[config.mk]
export PLATFORM = sky130hd
export DESIGN_NAME = jalali_day_of_week
export DESIGN_NICKNAME = d
export VERILOG_FILES = /design/src/rtl/jdow_pkg.sv /design/src/rtl/jdow_cfg.sv /design/src/rtl/jdow_ordinal.sv /design/src/rtl/jalali_day_of_week.sv
export SDC_FILE = /design/constraint.sdc
export NUM_CORES = 1
export LEC_CHECK = 0
export BUFFER_PORTS_ARGS = -buffer_cell sky130_fd_sc_hd__buf_2
export CAP_MARGIN = 40
export CORE_UTILIZATION = 30
export CTS_BUF_LIST = sky130_fd_sc_hd__clkbuf_4 sky130_fd_sc_hd__clkbuf_8
export DETAILED_ROUTE_END_ITERATION = 12
export PLACE_DENSITY_LB_ADDON = 0.3
export SYNTH_ARGS = -nofsm -noshare
export SYNTH_HDL_FRONTEND = slang
export SYNTH_SLANG_ARGS = --single-unit
[constraint.sdc]
create_clock -name clk -period 20 [get_ports clk]
set_input_delay 4 -clock clk [delete_from_list [all_inputs] [get_ports clk]]
set_output_delay 4 -clock clk [all_outputs]
set_load 0.005 [all_outputs]
[src/rtl/jdow_pkg.sv]
// Shared types, widths and constants for the Jalali day-of-week block.
// Used by the configuration bank, the ordinal unit and the top level.
package jdow_pkg;

  localparam int YEAR_W     = 11;
  localparam int MONTH_W    = 4;
  localparam int DAY_W      = 5;
  localparam int WDAY_W     = 3;
  localparam int CFG_IDX_W  = 2;
  localparam int CFG_DATA_W = 11;

  localparam int ORD_W      = 11;
  localparam int PREFIX_W   = 9;
  localparam int SPAN_W     = 9;
  localparam int CYCLE_W    = 4;
  localparam int REM_W      = 6;
  localparam int RECIP_W    = 10;
  localparam int RECIP_SHIFT = 14;
  localparam int MOD7_W     = 13;
  localparam int MOD7_SHIFT = 15;

  localparam logic [YEAR_W-1:0]  MAX_YEAR   = 11'd1600;
  localparam logic [YEAR_W-1:0]  LEAP_FIRST = 11'd1310;
  localparam logic [RECIP_W-1:0] RECIP_33   = 10'd497;
  localparam logic [MOD7_W-1:0]  RECIP_7    = 13'd4682;
  localparam logic [REM_W-1:0]   REM_FULL   = 6'd28;
  localparam logic [WDAY_W-1:0]  PART_FULL  = 3'd7;
  localparam logic [MONTH_W-1:0] MONTH_FIRST = 4'd1;
  localparam logic [MONTH_W-1:0] MONTH_LAST  = 4'd12;
  localparam logic [WDAY_W-1:0]  WEEK_LEN   = 3'd7;

  localparam logic [YEAR_W-1:0]  RST_REF_YEAR    = 11'd1395;
  localparam logic [MONTH_W-1:0] RST_REF_MONTH   = 4'd9;
  localparam logic [DAY_W-1:0]   RST_REF_DAY     = 5'd1;
  localparam logic [WDAY_W-1:0]  RST_REF_WEEKDAY = 3'd2;

  typedef enum logic [CFG_IDX_W-1:0] {
    REG_REF_YEAR    = 2'd0,
    REG_REF_MONTH   = 2'd1,
    REG_REF_DAY     = 2'd2,
    REG_REF_WEEKDAY = 2'd3
  } cfg_reg_t;

  typedef struct packed {
    logic [YEAR_W-1:0]  year;
    logic [MONTH_W-1:0] month;
    logic [DAY_W-1:0]   day;
    logic [WDAY_W-1:0]  weekday;
  } ref_t;

  function automatic logic [PREFIX_W-1:0] month_prefix(input logic [MONTH_W-1:0] m);
    logic [PREFIX_W-1:0] p;
    case (m)
      4'd1:    p = 9'd0;
      4'd2:    p = 9'd31;
      4'd3:    p = 9'd62;
      4'd4:    p = 9'd93;
      4'd5:    p = 9'd124;
      4'd6:    p = 9'd155;
      4'd7:    p = 9'd186;
      4'd8:    p = 9'd216;
      4'd9:    p = 9'd246;
      4'd10:   p = 9'd276;
      4'd11:   p = 9'd306;
      4'd12:   p = 9'd336;
      default: p = 9'd0;
    endcase
    return p;
  endfunction

endpackage

[src/rtl/jdow_cfg.sv]
// Reference date register bank with a plain write port.
// Depends on jdow_pkg.
module jdow_cfg (
  input  logic                            clk,
  input  logic                            rst,
  input  logic                            cfg_wr_en,
  input  logic [jdow_pkg::CFG_IDX_W-1:0]  cfg_index,
  input  logic [jdow_pkg::CFG_DATA_W-1:0] cfg_data,
  output jdow_pkg::ref_t                  ref_date
);

  jdow_pkg::ref_t regs;

  always_ff @(posedge clk) begin
    if (rst) begin
      regs.year    <= jdow_pkg::RST_REF_YEAR;
      regs.month   <= jdow_pkg::RST_REF_MONTH;
      regs.day     <= jdow_pkg::RST_REF_DAY;
      regs.weekday <= jdow_pkg::RST_REF_WEEKDAY;
    end else if (cfg_wr_en) begin
      case (jdow_pkg::cfg_reg_t'(cfg_index))
        jdow_pkg::REG_REF_YEAR:    regs.year    <= cfg_data[jdow_pkg::YEAR_W-1:0];
        jdow_pkg::REG_REF_MONTH:   regs.month   <= cfg_data[jdow_pkg::MONTH_W-1:0];
        jdow_pkg::REG_REF_DAY:     regs.day     <= cfg_data[jdow_pkg::DAY_W-1:0];
        jdow_pkg::REG_REF_WEEKDAY: regs.weekday <= cfg_data[jdow_pkg::WDAY_W-1:0];
        default: ;
      endcase
    end
  end

  assign ref_date = regs;

endmodule

[src/rtl/jdow_ordinal.sv]
// Day ordinal of a Jalali date, reduced to a value congruent modulo 7.
// Depends on jdow_pkg for widths, the month table and the leap constants.
module jdow_ordinal (
  input  logic [jdow_pkg::YEAR_W-1:0]  year,
  input  logic [jdow_pkg::MONTH_W-1:0] month,
  input  logic [jdow_pkg::DAY_W-1:0]   day,
  output logic [jdow_pkg::ORD_W-1:0]   ord_sum
);

  logic [jdow_pkg::YEAR_W-1:0]             y_sat;
  logic [jdow_pkg::SPAN_W-1:0]             span;
  logic [jdow_pkg::SPAN_W+jdow_pkg::RECIP_W-1:0] prod;
  logic [jdow_pkg::CYCLE_W-1:0]            cycles;
  logic [jdow_pkg::SPAN_W-1:0]             cycle_days;
  logic [jdow_pkg::REM_W-1:0]              rem;
  logic [jdow_pkg::WDAY_W-1:0]             partial;
  logic [jdow_pkg::MONTH_W-1:0]            m_clamp;

  // 365 is 1 mod 7 and each 33-year cycle holds 8 leap years, also 1 mod 7
  always_comb begin
    y_sat      = (year > jdow_pkg::MAX_YEAR) ? jdow_pkg::MAX_YEAR : year;
    span       = (y_sat > jdow_pkg::LEAP_FIRST) ?
                 jdow_pkg::SPAN_W'(y_sat - jdow_pkg::LEAP_FIRST) : '0;
    prod       = jdow_pkg::SPAN_W'(span) * jdow_pkg::RECIP_33;
    cycles     = jdow_pkg::CYCLE_W'(prod >> jdow_pkg::RECIP_SHIFT);
    cycle_days = {cycles, 5'b0} + jdow_pkg::SPAN_W'(cycles);
    rem        = jdow_pkg::REM_W'(span - cycle_days);
    partial    = (rem >= jdow_pkg::REM_FULL) ? jdow_pkg::PART_FULL : rem[4:2];
    if (month < jdow_pkg::MONTH_FIRST)
      m_clamp = jdow_pkg::MONTH_FIRST;
    else if (month > jdow_pkg::MONTH_LAST)
      m_clamp = jdow_pkg::MONTH_LAST;
    else
      m_clamp = month;
    ord_sum = jdow_pkg::ORD_W'(y_sat)
            + jdow_pkg::ORD_W'(cycles)
            + jdow_pkg::ORD_W'(partial)
            + jdow_pkg::ORD_W'(jdow_pkg::month_prefix(m_clamp))
            + jdow_pkg::ORD_W'(day);
  end

endmodule

[src/rtl/jalali_day_of_week.sv]
// Jalali day-of-week: top level with the three-register pipeline.
// Stages: the query is registered in the input stage, both ordinals in the middle stage, the weekday at the output.
// Throughput: one query per cycle while weekday_stall is low; the output register and stall chain set it.
// Reset: rst clears all valid flags and loads the reference date 1395/9/1, weekday 2.
// Depends on jdow_pkg, jdow_cfg and jdow_ordinal.
module jalali_day_of_week (
  input  logic                            clk,
  input  logic                            rst,
  input  logic                            cfg_wr_en,
  input  logic [jdow_pkg::CFG_IDX_W-1:0]  cfg_index,
  input  logic [jdow_pkg::CFG_DATA_W-1:0] cfg_data,
  input  logic                            query_valid,
  output logic                            query_stall,
  input  logic [jdow_pkg::YEAR_W-1:0]     query_year,
  input  logic [jdow_pkg::MONTH_W-1:0]    query_month,
  input  logic [jdow_pkg::DAY_W-1:0]      query_day,
  output logic                            weekday_valid,
  input  logic                            weekday_stall,
  output logic [jdow_pkg::WDAY_W-1:0]     weekday
);

  function automatic logic [jdow_pkg::WDAY_W-1:0] mod7(input logic [jdow_pkg::ORD_W-1:0] x);
    logic [jdow_pkg::ORD_W+jdow_pkg::MOD7_W-1:0] p;
    logic [jdow_pkg::ORD_W-1:0]                  q;
    p = jdow_pkg::ORD_W'(x) * jdow_pkg::RECIP_7;
    q = jdow_pkg::ORD_W'(p >> jdow_pkg::MOD7_SHIFT);
    return jdow_pkg::WDAY_W'(x - jdow_pkg::ORD_W'({q, 3'b000} - q));
  endfunction

  jdow_pkg::ref_t ref_date;

  logic                           in_v;
  logic [jdow_pkg::YEAR_W-1:0]    in_year;
  logic [jdow_pkg::MONTH_W-1:0]   in_month;
  logic [jdow_pkg::DAY_W-1:0]     in_day;

  logic                           mid_v;
  logic [jdow_pkg::ORD_W-1:0]     mid_qord;
  logic [jdow_pkg::ORD_W-1:0]     mid_rord;

  logic                           out_v;
  logic [jdow_pkg::WDAY_W-1:0]    out_wday;

  logic [jdow_pkg::ORD_W-1:0]     q_ord;
  logic [jdow_pkg::ORD_W-1:0]     r_ord;
  logic [jdow_pkg::WDAY_W-1:0]    q_res;
  logic [jdow_pkg::WDAY_W-1:0]    r_res;
  logic [jdow_pkg::WDAY_W-1:0]    base_wday;
  logic [4:0]                     wsum;
  logic [jdow_pkg::WDAY_W-1:0]    wday_next;

  logic ready_out;
  logic ready_mid;
  logic ready_in;

  jdow_cfg u_cfg (
    .clk       (clk),
    .rst       (rst),
    .cfg_wr_en (cfg_wr_en),
    .cfg_index (cfg_index),
    .cfg_data  (cfg_data),
    .ref_date  (ref_date)
  );

  jdow_ordinal u_query_ord (
    .year    (in_year),
    .month   (in_month),
    .day     (in_day),
    .ord_sum (q_ord)
  );

  jdow_ordinal u_ref_ord (
    .year    (ref_date.year),
    .month   (ref_date.month),
    .day     (ref_date.day),
    .ord_sum (r_ord)
  );

  assign ready_out   = !out_v || !weekday_stall;
  assign ready_mid   = !mid_v || ready_out;
  assign ready_in    = !in_v || ready_mid;
  assign query_stall = !ready_in;

  always_comb begin
    q_res     = mod7(mid_qord);
    r_res     = mod7(mid_rord);
    base_wday = (ref_date.weekday == jdow_pkg::WEEK_LEN) ? '0 : ref_date.weekday;
    wsum      = 5'(base_wday) + 5'(q_res) + 5'(jdow_pkg::WEEK_LEN) - 5'(r_res);
    if (wsum >= 5'(2 * jdow_pkg::WEEK_LEN))
      wday_next = jdow_pkg::WDAY_W'(wsum - 5'(2 * jdow_pkg::WEEK_LEN));
    else if (wsum >= 5'(jdow_pkg::WEEK_LEN))
      wday_next = jdow_pkg::WDAY_W'(wsum - 5'(jdow_pkg::WEEK_LEN));
    else
      wday_next = jdow_pkg::WDAY_W'(wsum);
  end

  always_ff @(posedge clk) begin
    if (rst) begin
      in_v  <= 1'b0;
      mid_v <= 1'b0;
      out_v <= 1'b0;
    end else begin
      if (ready_in)  in_v  <= query_valid;
      if (ready_mid) mid_v <= in_v;
      if (ready_out) out_v <= mid_v;
    end
  end

  always_ff @(posedge clk) begin
    if (ready_in && query_valid) begin
      in_year  <= query_year;
      in_month <= query_month;
      in_day   <= query_day;
    end
    if (ready_mid && in_v) begin
      mid_qord <= q_ord;
      mid_rord <= r_ord;
    end
    if (ready_out && mid_v) begin
      out_wday <= wday_next;
    end
  end

  assign weekday_valid = out_v;
  assign weekday       = out_wday;

endmodule

==> flow_summary_export.csv <==
group,metric,value,unit
sta,final-max-slew-violation-count,0,
logic_synthesis,ys_seq_elements,71,
status,outcome,"complete, no violations",
clock_tree,clock-sinks,71,
logic_synthesis,synth_area_leaders,"ha_1 (28%), fa_1 (18%), edfxtp_1 (12%)",
logic_synthesis,synth_cell_type_count,59,
clock_tree,post_cts_resize_count,0,
hold_path,holdCritPathClass,"reg2reg",
logic_synthesis,synth_most_common_cell,"ha_1",
logic_synthesis,synthDominantCellAreaShare,28.5,%
sta,hold_viol,0,
die,die_h,194,um
die,fp.dieW,194,um
global_route,first_global_vias,7746,
global_route,grt_first_pass_wirelength,37800,um
finish,n_fill_cell,3826,
critical_path,crit_arrival,11630,ps
global_route,antenna_found_initial,0,
logic_synthesis,yosys-top-cells-count,"ha_1 (252), inv_1 (229), fa_1 (100), nor2_1 (64), nand2_1 (55)",
finish,final_layout_size_suffix_gt1_share,6.67,%
clock_tree,hold_buffers,0,
placed_design,place.gp.congestion,0.823,
routing,drc,0,
sta,setup_viol,0,
routing,vias,7480,
critical_path,critical_path.startpoint_type,"register",
finish,syn_to_final_growth,8.52,%
placed_design,port_buffers,42,
finish,layout.nets,1570,
routing,drt_pre_antenna_iters,4,
placed_design,post-dp-hpwl,19400,um
logic_synthesis,synth_area,11100,um2
sta,fin_crit,11390,ps
sta,rsz0062_at_grt,"no",
clock_tree,postCtsSetupRepairBufs,0,
logic_synthesis,yosys.area.top_type,"ha_1",
critical_path,worstReg2RegStart,"u_cfg.ref_date[19]",
run,cap_viol_max_count,0,
global_route,grt_max_degree,27,
logic_synthesis,async_flop_share,0,%
routing,wl_per_cell,13.4,um
sta,finalSetupTns,0,ps
critical_path,required,20240,ps
routing,viasPerCell,4.52,
routing,wirelength,22300,um
clock_tree,insertion_delay,390,ps
clock_tree,cts_root_buf,"clkbuf_8",
critical_path,path_class,"reg2reg",
logic_synthesis,synthCells,1144,
routing,final_antenna_net_count,0,
clock_tree,cts_tree,"yes",
sta,fin_skew,16.2,ps
logic_synthesis,synth_nets,1534,
clock_tree,cts_buffer_depth,2,
die,ios,43,
routing,drtIter0Drc,242,
critical_path,worst_setup_path_end_kind,"register",
logic_synthesis,yosysWarnings,0,
critical_path,crit_path_top_delay_cell,"a221oi_1",
critical_path,crit_top_cell,"fa_1",
clock_tree,htreeDepth,3,
global_route,gr-usage-all-layers,12.4,%
global_route,grt-ovfl-total,0,
logic_synthesis,synth-seq-area-share,16.9,%
clock_tree,path_clk_slew,70,ps
logic_synthesis,synth_ff_type,"edfxtp_1",
critical_path,r2r_setup_slack,8610,ps
critical_path,crit_fanout,7,
die,initial_core_util,30.4,%
hold_path,min_from,"mid_v",
clock_tree,numCtsBuffers,9,
die,rows,70,
sta,fmaxAchievable,0.0878,GHz
logic_synthesis,syn_avg_cell_area,9.68,um2
die,dieArea,37700,um2
sta,worstMarginPinSlew,947,ps
critical_path,crit_start,"u_cfg.ref_date[19]",
logic_synthesis,synth_enable_flop_cells,45,
sta,fin_crit_sh,57.0,%
die,coreArea,36400,um2
critical_path,critPathMaxStageDelay,870,ps
sta,relSlewSlack,36.9,%
worst max-delay path: cells and delay by family, from the launching register on:
kind / cells / cell delay, ps
DFF: 1 / 400
buffers and inverters: 5 / 390
AOI/OAI and AO/OA: 13 / 3280
adders and majority gates: 11 / 4580
xor gates and xnor gates: 2 / 390
and+or+nand+nor: 9 / 2220
area by class of cell:
class	count	area, um2	share of cell area, %
Antenna cell	2	5.00	0.0416
Clock buffer	11	139	1.16
Clock inverter	5	56.3	0.469
Inverter	229	860	7.15
Multi-Input combinational cell	824	8260	68.7
Sequential cell	71	1870	15.6
Tap cell	468	586	4.87
Timing Repair Buffer	45	240	2.00
stage by stage:
stage | area (um2) | setup WS (ps) | instances | util [%] | hold slack, ps
floorplan | 11100 | 9730 | 1144 | - | 444
global placement | 11800 | 8580 | 1636 | 32.4 | 483
detailed placement | 11800 | 8590 | 1637 | 32.4 | 498
CTS | 12000 | 8540 | 1653 | 33.0 | 518
global route | 12000 | 7940 | 1653 | 33.0 | 576
finish | 12000 | 8610 | 1655 | 33.0 | 508
state kept, by name, indices dropped and copies added (netlist names):
signal,flops
in_month,4
mid_qord,11
u_cfg.ref_date,23
in_v,1
weekday,3
in_year,11
in_day,5
mid_v,1
mid_rord,11
weekday_valid,1
cells by family (layout without fill, tap and decap cells):
logic type | Yosys count | in the layout | synth area share [%]
flip-flops | 71 | 71 | 16.9
multiplexers | 26 | 26 | 2.38
adder cells (fa/ha/maj) | 354 | 354 | 46.7
AO/OA/AOI/OAI | 150 | 150 | 9.48
buffers and inverters | 249 | 290 | 8.60
AND/OR/NAND/NOR | 222 | 222 | 10.1
other | 0 | 2 | 0
XOR/XNOR | 72 | 72 | 5.82
routing by layer:
| layer | up-vias | track usage (%) | share of wire (%) |
|---|---|---|---|
| met2 | 89 | 21.3 | 47 |
| met4 | 0 | 3.35 | 1.3 |
| met5 | - | 0 | 0 |
| li1 | 3887 | - | - |
| met1 | 3488 | 16.5 | 49 |
| met3 | 16 | 1.53 | 2.3 |
placed cells by master, fill, tap and decap left out, types with 4 or more instances in the layout:
master,synthesis,layout
nor4_1,4,4
and4_1,5,5
and2_1,12,12
a211oi_1,7,7
o22ai_1,4,4
clkbuf_8,0,9
edfxtp_1,45,45
o21bai_1,9,9
nor3_1,8,8
o21ai_0,31,31
a2111oi_0,4,4
nor2b_1,15,13
nand2_1,55,55
nand2b_1,7,7
nand3_1,18,18
o21a_1,4,4
nand4_1,4,4
xor2_1,27,27
fa_1,100,100
dfxtp_1,26,26
inv_1,229,229
and3_1,14,14
nor2_1,64,64
a21oi_1,47,47
a211o_1,8,8
mux2i_1,23,23
ha_1,252,252
xnor2_1,44,44
a21o_1,10,10
buf_2,2,42
final timing paths:
check	depth (start not counted)	endpoint
worst min-delay path	2	weekday_valid
worst max-delay path	40	mid_rord[10]
worst max register to register	40	mid_rord[10]
worst min register to register	2	weekday_valid
Power is not shown: default switching activity piles up to over one toggle a cycle in this logic, so the estimate is an artifact.
